[src/sv/lpc_pkg.sv]
// ----------------------------------------------------------------------------
// lpc_pkg: shared types and constants for the lost packet crossfade
// Holds the packet geometry, the datapath widths that follow from it, the
// divider reciprocal and the structs that travel between the modules.
// ----------------------------------------------------------------------------
package lpc_pkg;

   localparam int SAMPLES_PER_PACKET = 348;
   localparam int SPAN               = SAMPLES_PER_PACKET - 1;
   localparam int POS_W              = $clog2(SAMPLES_PER_PACKET);

   localparam int SMP_W   = 16;
   localparam int FLD_W   = 16;
   localparam int NUM_W   = POS_W + SMP_W + 1;
   localparam int ABS_W   = NUM_W - 1;
   localparam int SHIFT   = ABS_W;
   localparam int RCP_W   = SHIFT + 1;
   localparam int QUO_W   = SMP_W + 1;

   localparam logic [RCP_W-1:0]        RECIP      = RCP_W'((64'd1 << SHIFT) / SPAN);
   localparam logic [ABS_W-1:0]        SPAN_ABS   = ABS_W'(SPAN);
   localparam logic signed [NUM_W-1:0] SPAN_NUM   = NUM_W'(SPAN);
   localparam logic [POS_W-1:0]        SPAN_POS   = POS_W'(SPAN);

   typedef enum logic {
      OP_HEADER = 1'b0,
      OP_SAMPLE = 1'b1
   } lpc_op_type;

   typedef struct packed {
      logic ld0;
      logic ld1;
      logic ld2;
      logic ld3;
   } lpc_step_type;

   typedef struct packed {
      logic             kind;
      logic             last;
      logic [FLD_W-1:0] count;
      logic [FLD_W-1:0] seq;
      logic [FLD_W-1:0] stamp;
   } lpc_side_type;

endpackage

[src/sv/lpc_mix.sv]
// ----------------------------------------------------------------------------
// lpc_mix: one channel of the crossfade datapath
// Forms prev*(N-1-i) + next*i, then divides by N-1 toward zero with a
// reciprocal multiply and a single remainder correction.
// ----------------------------------------------------------------------------
module lpc_mix (
   input  logic                              clock,
   input  lpc_pkg::lpc_step_type             step,
   input  logic signed [lpc_pkg::SMP_W-1:0]  prev,
   input  logic signed [lpc_pkg::SMP_W-1:0]  next,
   input  logic        [lpc_pkg::POS_W-1:0]  pos,
   output logic signed [lpc_pkg::SMP_W-1:0]  mixed
);

   logic signed [lpc_pkg::SMP_W:0]                      diff;
   logic signed [lpc_pkg::POS_W:0]                      pos_s;
   logic signed [lpc_pkg::NUM_W-1:0]                    num_in, num_ff;
   logic                                                neg_in, neg_ff;
   logic        [lpc_pkg::ABS_W-1:0]                    abs_in, abs_ff;
   logic        [lpc_pkg::ABS_W+lpc_pkg::RCP_W-1:0]     prod_in, prod_ff;
   logic        [lpc_pkg::QUO_W-1:0]                    quo_est, quo;
   logic        [lpc_pkg::ABS_W-1:0]                    rem;
   logic signed [lpc_pkg::SMP_W-1:0]                    mixed_in, mixed_ff;

   always_comb begin
      diff   = {next[lpc_pkg::SMP_W-1], next} - {prev[lpc_pkg::SMP_W-1], prev};
      pos_s  = {1'b0, pos};
      num_in = lpc_pkg::NUM_W'(diff) * lpc_pkg::NUM_W'(pos_s)
             + lpc_pkg::NUM_W'(prev) * lpc_pkg::SPAN_NUM;
   end

   always_comb begin
      neg_in  = num_ff[lpc_pkg::NUM_W-1];
      abs_in  = neg_in ? lpc_pkg::ABS_W'(-num_ff) : lpc_pkg::ABS_W'(num_ff);
      prod_in = lpc_pkg::ABS_W'(abs_in) * lpc_pkg::RECIP;
   end

   always_comb begin
      quo_est = prod_ff[lpc_pkg::SHIFT +: lpc_pkg::QUO_W];
      rem     = abs_ff - lpc_pkg::ABS_W'(quo_est * lpc_pkg::SPAN_ABS);
      quo     = (rem >= lpc_pkg::SPAN_ABS) ? quo_est + 1'b1 : quo_est;
      mixed_in = neg_ff ? lpc_pkg::SMP_W'(-quo) : lpc_pkg::SMP_W'(quo);
   end

   always_ff @(posedge clock) begin
      if (step.ld1) begin
         num_ff <= num_in;
      end
      if (step.ld2) begin
         neg_ff  <= neg_in;
         abs_ff  <= abs_in;
         prod_ff <= prod_in;
      end
      if (step.ld3) begin
         mixed_ff <= mixed_in;
      end
   end

   assign mixed = mixed_ff;

endmodule

[src/sv/lpc_ctrl.sv]
// ----------------------------------------------------------------------------
// lpc_ctrl: pipeline occupancy and sample position
// Tracks the four stage valid bits, builds the stall chain and advances the
// position on each accepted sample; a header or the final sample clears it.
// ----------------------------------------------------------------------------
module lpc_ctrl (
   input  logic                         clock,
   input  logic                         reset,
   input  logic                         req_valid,
   input  logic                         req_op,
   output logic                         req_stall,
   output logic                         rsp_valid,
   input  logic                         rsp_stall,
   output lpc_pkg::lpc_step_type        step,
   output logic [lpc_pkg::POS_W-1:0]    pos,
   output logic                         fin
);

   logic [3:0]                  vld_ff, vld_in;
   logic [3:0]                  rdy;
   logic [lpc_pkg::POS_W-1:0]   pos_ff, pos_in;
   logic                        accept;

   always_comb begin
      rdy[3] = !vld_ff[3] || !rsp_stall;
      rdy[2] = !vld_ff[2] || rdy[3];
      rdy[1] = !vld_ff[1] || rdy[2];
      rdy[0] = !vld_ff[0] || rdy[1];
   end

   always_comb begin
      step.ld0 = rdy[0] && req_valid;
      step.ld1 = rdy[1] && vld_ff[0];
      step.ld2 = rdy[2] && vld_ff[1];
      step.ld3 = rdy[3] && vld_ff[2];
      vld_in[0] = rdy[0] ? req_valid : vld_ff[0];
      vld_in[1] = rdy[1] ? vld_ff[0] : vld_ff[1];
      vld_in[2] = rdy[2] ? vld_ff[1] : vld_ff[2];
      vld_in[3] = rdy[3] ? vld_ff[2] : vld_ff[3];
   end

   always_comb begin
      accept = req_valid && rdy[0];
      fin    = pos_ff >= lpc_pkg::SPAN_POS;
      pos_in = pos_ff;
      if (accept) begin
         if (req_op == lpc_pkg::OP_HEADER || fin) begin
            pos_in = '0;
         end else begin
            pos_in = pos_ff + 1'b1;
         end
      end
   end

   always_ff @(posedge clock) begin
      if (reset) begin
         vld_ff <= '0;
         pos_ff <= '0;
      end else begin
         vld_ff <= vld_in;
         pos_ff <= pos_in;
      end
   end

   assign req_stall = !rdy[0];
   assign rsp_valid = vld_ff[3];
   assign pos       = pos_ff;

   a_header_clears: assert property (@(posedge clock) disable iff (reset)
      accept && req_op == lpc_pkg::OP_HEADER |=> pos_ff == '0)
      else $error("position not cleared by header request");

   a_wrap: assert property (@(posedge clock) disable iff (reset)
      accept && req_op == lpc_pkg::OP_SAMPLE && fin |=> pos_ff == '0)
      else $error("position did not wrap after final sample");

   a_advance: assert property (@(posedge clock) disable iff (reset)
      accept && req_op == lpc_pkg::OP_SAMPLE && !fin
      |=> pos_ff == $past(pos_ff) + 1'b1)
      else $error("position did not advance");

   a_full_stall: assert property (@(posedge clock) disable iff (reset)
      req_stall |-> vld_ff == 4'b1111)
      else $error("request stalled with a free stage");

endmodule

[src/sv/lost_packet_crossfade.sv]
// ----------------------------------------------------------------------------
// lost_packet_crossfade: rebuild a lost stereo packet by linear crossfade
// Header requests give the rebuilt header; sample requests blend previous
// and next stereo samples by position within the packet.
// ----------------------------------------------------------------------------
//   channel  | handshake              | payload
//   req      | req_valid / req_stall  | op, header fields, four samples
//   rsp      | rsp_valid / rsp_stall  | kind, header fields, two mixes, last
//
// One request per cycle sustained while rsp_stall is low; results pass
// through the input, product, reciprocal and result registers.
// The divider multiply and its remainder correction set the stage split.
// Reset clears the stage valid bits and the sample position.
// A stalled result holds; requests are taken until all four stages are full.
// ----------------------------------------------------------------------------
module lost_packet_crossfade (
   input  logic                               clock,
   input  logic                               reset,
   input  logic                               req_valid,
   output logic                               req_stall,
   input  logic                               req_op,
   input  logic        [lpc_pkg::FLD_W-1:0]   req_prev_count,
   input  logic        [lpc_pkg::FLD_W-1:0]   req_prev_seq,
   input  logic        [lpc_pkg::FLD_W-1:0]   req_prev_stamp,
   input  logic        [lpc_pkg::FLD_W-1:0]   req_next_stamp,
   input  logic signed [lpc_pkg::SMP_W-1:0]   req_prev_left,
   input  logic signed [lpc_pkg::SMP_W-1:0]   req_prev_right,
   input  logic signed [lpc_pkg::SMP_W-1:0]   req_next_left,
   input  logic signed [lpc_pkg::SMP_W-1:0]   req_next_right,
   output logic                               rsp_valid,
   input  logic                               rsp_stall,
   output logic                               rsp_kind,
   output logic        [lpc_pkg::FLD_W-1:0]   rsp_out_count,
   output logic        [lpc_pkg::FLD_W-1:0]   rsp_out_seq,
   output logic        [lpc_pkg::FLD_W-1:0]   rsp_out_stamp,
   output logic signed [lpc_pkg::SMP_W-1:0]   rsp_mixed_left,
   output logic signed [lpc_pkg::SMP_W-1:0]   rsp_mixed_right,
   output logic                               rsp_last
);

   lpc_pkg::lpc_step_type               step;
   logic [lpc_pkg::POS_W-1:0]           pos;
   logic                                fin;

   logic                                op_ff;
   logic                                fin_ff;
   logic [lpc_pkg::POS_W-1:0]           pos_ff;
   logic [lpc_pkg::FLD_W-1:0]           count_ff, seq_ff, pstamp_ff, nstamp_ff;
   logic signed [lpc_pkg::SMP_W-1:0]    pl_ff, pr_ff, nl_ff, nr_ff;

   lpc_pkg::lpc_side_type               side1_in, side1_ff, side2_ff, side3_ff;
   logic signed [lpc_pkg::SMP_W-1:0]    mix_left, mix_right;

   lpc_ctrl u_ctrl (
      .clock     (clock),
      .reset     (reset),
      .req_valid (req_valid),
      .req_op    (req_op),
      .req_stall (req_stall),
      .rsp_valid (rsp_valid),
      .rsp_stall (rsp_stall),
      .step      (step),
      .pos       (pos),
      .fin       (fin)
   );

   always_ff @(posedge clock) begin
      if (step.ld0) begin
         op_ff     <= req_op;
         fin_ff    <= fin;
         pos_ff    <= (req_op == lpc_pkg::OP_HEADER) ? '0 : pos;
         count_ff  <= req_prev_count;
         seq_ff    <= req_prev_seq;
         pstamp_ff <= req_prev_stamp;
         nstamp_ff <= req_next_stamp;
         pl_ff     <= req_prev_left;
         pr_ff     <= req_prev_right;
         nl_ff     <= req_next_left;
         nr_ff     <= req_next_right;
      end
   end

   always_comb begin
      side1_in = '0;
      side1_in.kind = op_ff;
      if (op_ff == lpc_pkg::OP_HEADER) begin
         side1_in.count = count_ff;
         side1_in.seq   = seq_ff + 1'b1;
         side1_in.stamp = (pstamp_ff >> 1) + (nstamp_ff >> 1);
      end else begin
         side1_in.last  = fin_ff;
      end
   end

   always_ff @(posedge clock) begin
      if (step.ld1) begin
         side1_ff <= side1_in;
      end
      if (step.ld2) begin
         side2_ff <= side1_ff;
      end
      if (step.ld3) begin
         side3_ff <= side2_ff;
      end
   end

   lpc_mix u_mix_left (
      .clock (clock),
      .step  (step),
      .prev  (pl_ff),
      .next  (nl_ff),
      .pos   (pos_ff),
      .mixed (mix_left)
   );

   lpc_mix u_mix_right (
      .clock (clock),
      .step  (step),
      .prev  (pr_ff),
      .next  (nr_ff),
      .pos   (pos_ff),
      .mixed (mix_right)
   );

   assign rsp_kind        = side3_ff.kind;
   assign rsp_out_count   = side3_ff.count;
   assign rsp_out_seq     = side3_ff.seq;
   assign rsp_out_stamp   = side3_ff.stamp;
   assign rsp_last        = side3_ff.last;
   assign rsp_mixed_left  = side3_ff.kind ? mix_left  : '0;
   assign rsp_mixed_right = side3_ff.kind ? mix_right : '0;

endmodule

[config.mk]
export PLATFORM = sky130hd
export DESIGN_NAME = lost_packet_crossfade
export DESIGN_NICKNAME = d
export VERILOG_FILES = /design/src/sv/lpc_pkg.sv /design/src/sv/lpc_mix.sv /design/src/sv/lpc_ctrl.sv /design/src/sv/lost_packet_crossfade.sv
export SDC_FILE = /design/constraint.sdc
export NUM_CORES = 2
export LEC_CHECK = 0
export BUFFER_PORTS_ARGS = -buffer_cell sky130_fd_sc_hd__buf_2
export CAP_MARGIN = 20
export CORE_MARGIN = 2
export CORE_UTILIZATION = 50
export DETAILED_ROUTE_END_ITERATION = 7
export GPL_TIMING_DRIVEN = 0
export PLACE_DENSITY = 0.66
export SKIP_LAST_GASP = 1
export SYNTH_ARGS = -nofsm -noshare
export SYNTH_HDL_FRONTEND = slang
export SYNTH_SLANG_ARGS = --single-unit
[constraint.sdc]
create_clock -name clock -period 10.8 [get_ports clock]
set_input_delay 0.54 -clock clock [delete_from_list [all_inputs] [get_ports clock]]
set_output_delay 0.54 -clock clock [all_outputs]
set_load 0.02 [all_outputs]
==> impl_summary.txt <==
----------------------------------------------------
[Critical path]
  Required time at the endpoint of the critical path ... 11.18 ns
  Highest-delay cell along the critical path ... sky130_fd_sc_hd__xnor3_2
  Cell repeated most along the worst path ... sky130_fd_sc_hd__fa_1
  Startpoint types ... register
  Critical Path Fanout Max ... 9
  Largest incremental delay on the critical path ... 0.59 ns
  Data arrival time of the critical path ... 10.87 ns
  Capturing element type of the critical path ... register
  Launch point of the worst path ... pl_ff[1]
  Critical register-to-register path startpoint ... pl_ff[1]
  Worst Setup Path Type ... reg -> reg

[Timing]
  Total setup violations reported at the end of the flow ... 0
  Measured slew at the worst slew-check pin ... 1.131 ns
  Final hold violation count ... 0
  Unrepaired setup endpoints after global routing ... no
  Share of the cycle needed by the critical path after routing ... 97.10%
  Min cycle time layout ... 10.49 ns
  Max-slew headroom ... 24.09%
  Upper clock frequency limit ... 95.36 MHz
  Count of pins over their slew limit ... 0
  Fin Clk Skew ... 0.1184 ns
  Worst Hold Slack ... 0.03920 ns

[Route]
  Number of design-rule violations left by the first detailed-router iteration ... 2100
  Routed wire length ... 143.0 mm
  Vias ... 41160
  Post-route ant nets ... 0
  Iteration count of the initial detailed-routing pass ... 5
  WL per Instance ... 17.86 um
  Residual DRC ... 0
  Mean number of vias per cell ... 5.141

[Final layout]
  Commonest cells after routing, fill and taps aside ... sky130_fd_sc_hd__inv_1 (1642), sky130_fd_sc_hd__fa_1 (1010), sky130_fd_sc_hd__ha_1 (767), sky130_fd_sc_hd__edfxtp_1 (457), sky130_fd_sc_hd__nand2_1 (232)
  Final-stage net count ... 8229
  Most common cell after layout, fill and taps aside ... sky130_fd_sc_hd__inv_1
  Area growth from synthesis to final layout ... 10.35%
  Share of post-route cells with drive strength above 1 ... 6.550%

[Placement]
  Detail Placement HPWL ... 120.6 mm
  Weighted congestion at the end of routability-driven global placement ... 0.9159
  Count of input and output buffers ... 214

[Floorplanning]
  Horizontal die dimension ... 357.9 um
  Core Region ... 0.1240 mm2
  Top-level port count ... 217
  Vertical extent of the die ... 357.9 um
  Die area ... 0.1281 mm2
  Initial core utilization ... 50.53%
  Standard-cell rows ... 129

[Yosys]
  Yosys cell types ... 95
  Most common flop cell mapped by yosys ... sky130_fd_sc_hd__edfxtp_1
  Summed instance area of the synthesized netlist ... 0.06263 mm2
  FF+latch count, synth ... 470
  Asr flop ratio synth ... 0%
  Fraction of the yosys area taken by sequential cells ... 22.33%
  Synthesis warning total ... 0
  Mean area per synthesized cell ... 10.55 um2
  Number of cells produced by synthesis ... 5935
  Number of synthesized flops with an enable pin ... 457
  Synthesized netlist net count ... 7845

[Clock tree]
  Buffer levels on the longest clock path ... 3
  Clock tree from TritonCTS ... yes
  Clock buffers created by TritonCTS ... 56
  H-tree depth ... 2
  Cell at the root of the clock tree ... sky130_fd_sc_hd__clkbuf_16
  Total number of clock tree sinks ... 470
  Latest clock arrival within the worst-skew pair ... 0.73 ns
  CTS clk-pin slew, worst paths ... 0.06 ns

[Global routing]
  Largest net degree at the start of global routing ... 38
  Grt ovf ... 0
  Total routing usage reported by global routing ... 23.17%
  Wire length of the first global-routing pass ... 232.3 mm
  Number of global-route vias before repair ... 43860
  Antenna violations before repair ... 9

[Hold path]
  Min-Delay Startpoint ... req_prev_left[2]
  Kind of path behind the tightest hold check ... in -> reg

[Run status]
  Status ... finished clean

[Flow run]
  # Max-Cap Violations ... 0

----------------------------------------------------
-- per-stage QoR --
stage	setup TNS [ns]	area, um2	utilization [%]	setup WS (ns)	cells
global route	0	69110	55.75	0.01384	8005
detailed placement	-0.3448	66410	53.57	-0.3448	7824
floorplan	0	62630	-	1.542	5935
global placement	-192.69	65750	53.04	-1.763	7786
CTS	0	69010	55.67	0.02578	8000
finish	0	69120	55.76	0.3131	8007
-- registers in the layout, indices dropped and copies added, names as in the netlist, 17 cells and up --
signal               count
side1_ff                50
u_mix_left.num_ff       26
u_mix_right.abs_ff      25
u_mix_left.prod_ff      17
u_mix_right.num_ff      26
u_mix_left.abs_ff       25
u_mix_right.prod_ff     17
side2_ff                50
-- worst paths after layout --
| kind | endpoint | slack [ns] | cells after the start |
|---|---|---|---|
| setup / recovery | u_mix_left.num_ff[25] | 0.31 | 35 |
| hold / removal | pl_ff[2] | 0.04 | 1 |
| hold reg to reg | side2_ff[5] | 0.37 | 0 |
| setup reg to reg | u_mix_left.num_ff[25] | 0.31 | 35 |
-- logic make-up (layout without fill, tap and decap cells) --
family / count (synthesis) / after routing / share of synthesized area (%)
buf+inv: 1747 / 2178 / 10.48
other cells: 0 / 4 / 0
xor+xnor: 283 / 283 / 4.045
simple gates: 1028 / 1028 / 8.594
mux: 22 / 22 / 0.3696
compound gates: 608 / 608 / 6.576
fa+ha+maj: 1777 / 1777 / 47.60
flops: 470 / 470 / 22.33
-- worst max-delay path, delay by kind of cell (launching register included) --
family	cells	cell delay, ns
adders and majority gates	9	4.06
DFF	1	0.42
xor gates and xnor gates	1	0.59
AOI/OAI and AO/OA	14	3.63
buffers and inverters	6	0.50
and+or+nand+nor	5	0.93
-- layout make-up --
class | instances | area [um2]
clock inverter | 41 | 454.2
timing repair buffer | 326 | 2306
buffer | 105 | 404.1
clock buffer | 64 | 1431
antenna | 4 | 10.01
sequential | 470 | 13980
multi-input combinational | 3718 | 42320
tap | 1637 | 2048
fill | 10790 | 54840
inverter | 1642 | 6163
-- layer usage --
metal  track usage, %  share of wire (%)
met5                0             0.0091
met3            2.534                4.5
met2            40.20                 50
met4            5.916                2.6
met1            31.07                 43
-- Yosys cell counts (all sizes together), types with 24 or more instances --
cell type | count | area, um2
a21boi | 26 | 195.2
nor3 | 44 | 225.2
o21a | 24 | 180.2
inv | 1642 | 6163
edfxtp | 457 | 13720
nand2 | 232 | 870.8
nand2b | 44 | 275.3
and3 | 42 | 262.8
and2 | 188 | 1176
ha | 767 | 9597
xnor2 | 188 | 1647
xor2 | 91 | 797.0
nand3 | 84 | 420.4
o21ai | 143 | 715.7
nor2 | 177 | 666.9
clkbuf | 92 | 345.3
a21o | 44 | 330.3
a31oi | 28 | 196.4
fa | 1010 | 20220
a21oi | 136 | 680.7
nor2b | 86 | 538.0
-- repair_timing --
action	in CTS	in global routing
gates resized for setup	3	17
setup endpoints to repair	2	11
hold endpoints to repair	70	0
hold buffers	70	0
setup buffers	1	2
Power is left out: the tool's default activity adds up to more than one toggle a clock period on the data nets, which glitch-free logic cannot reach.
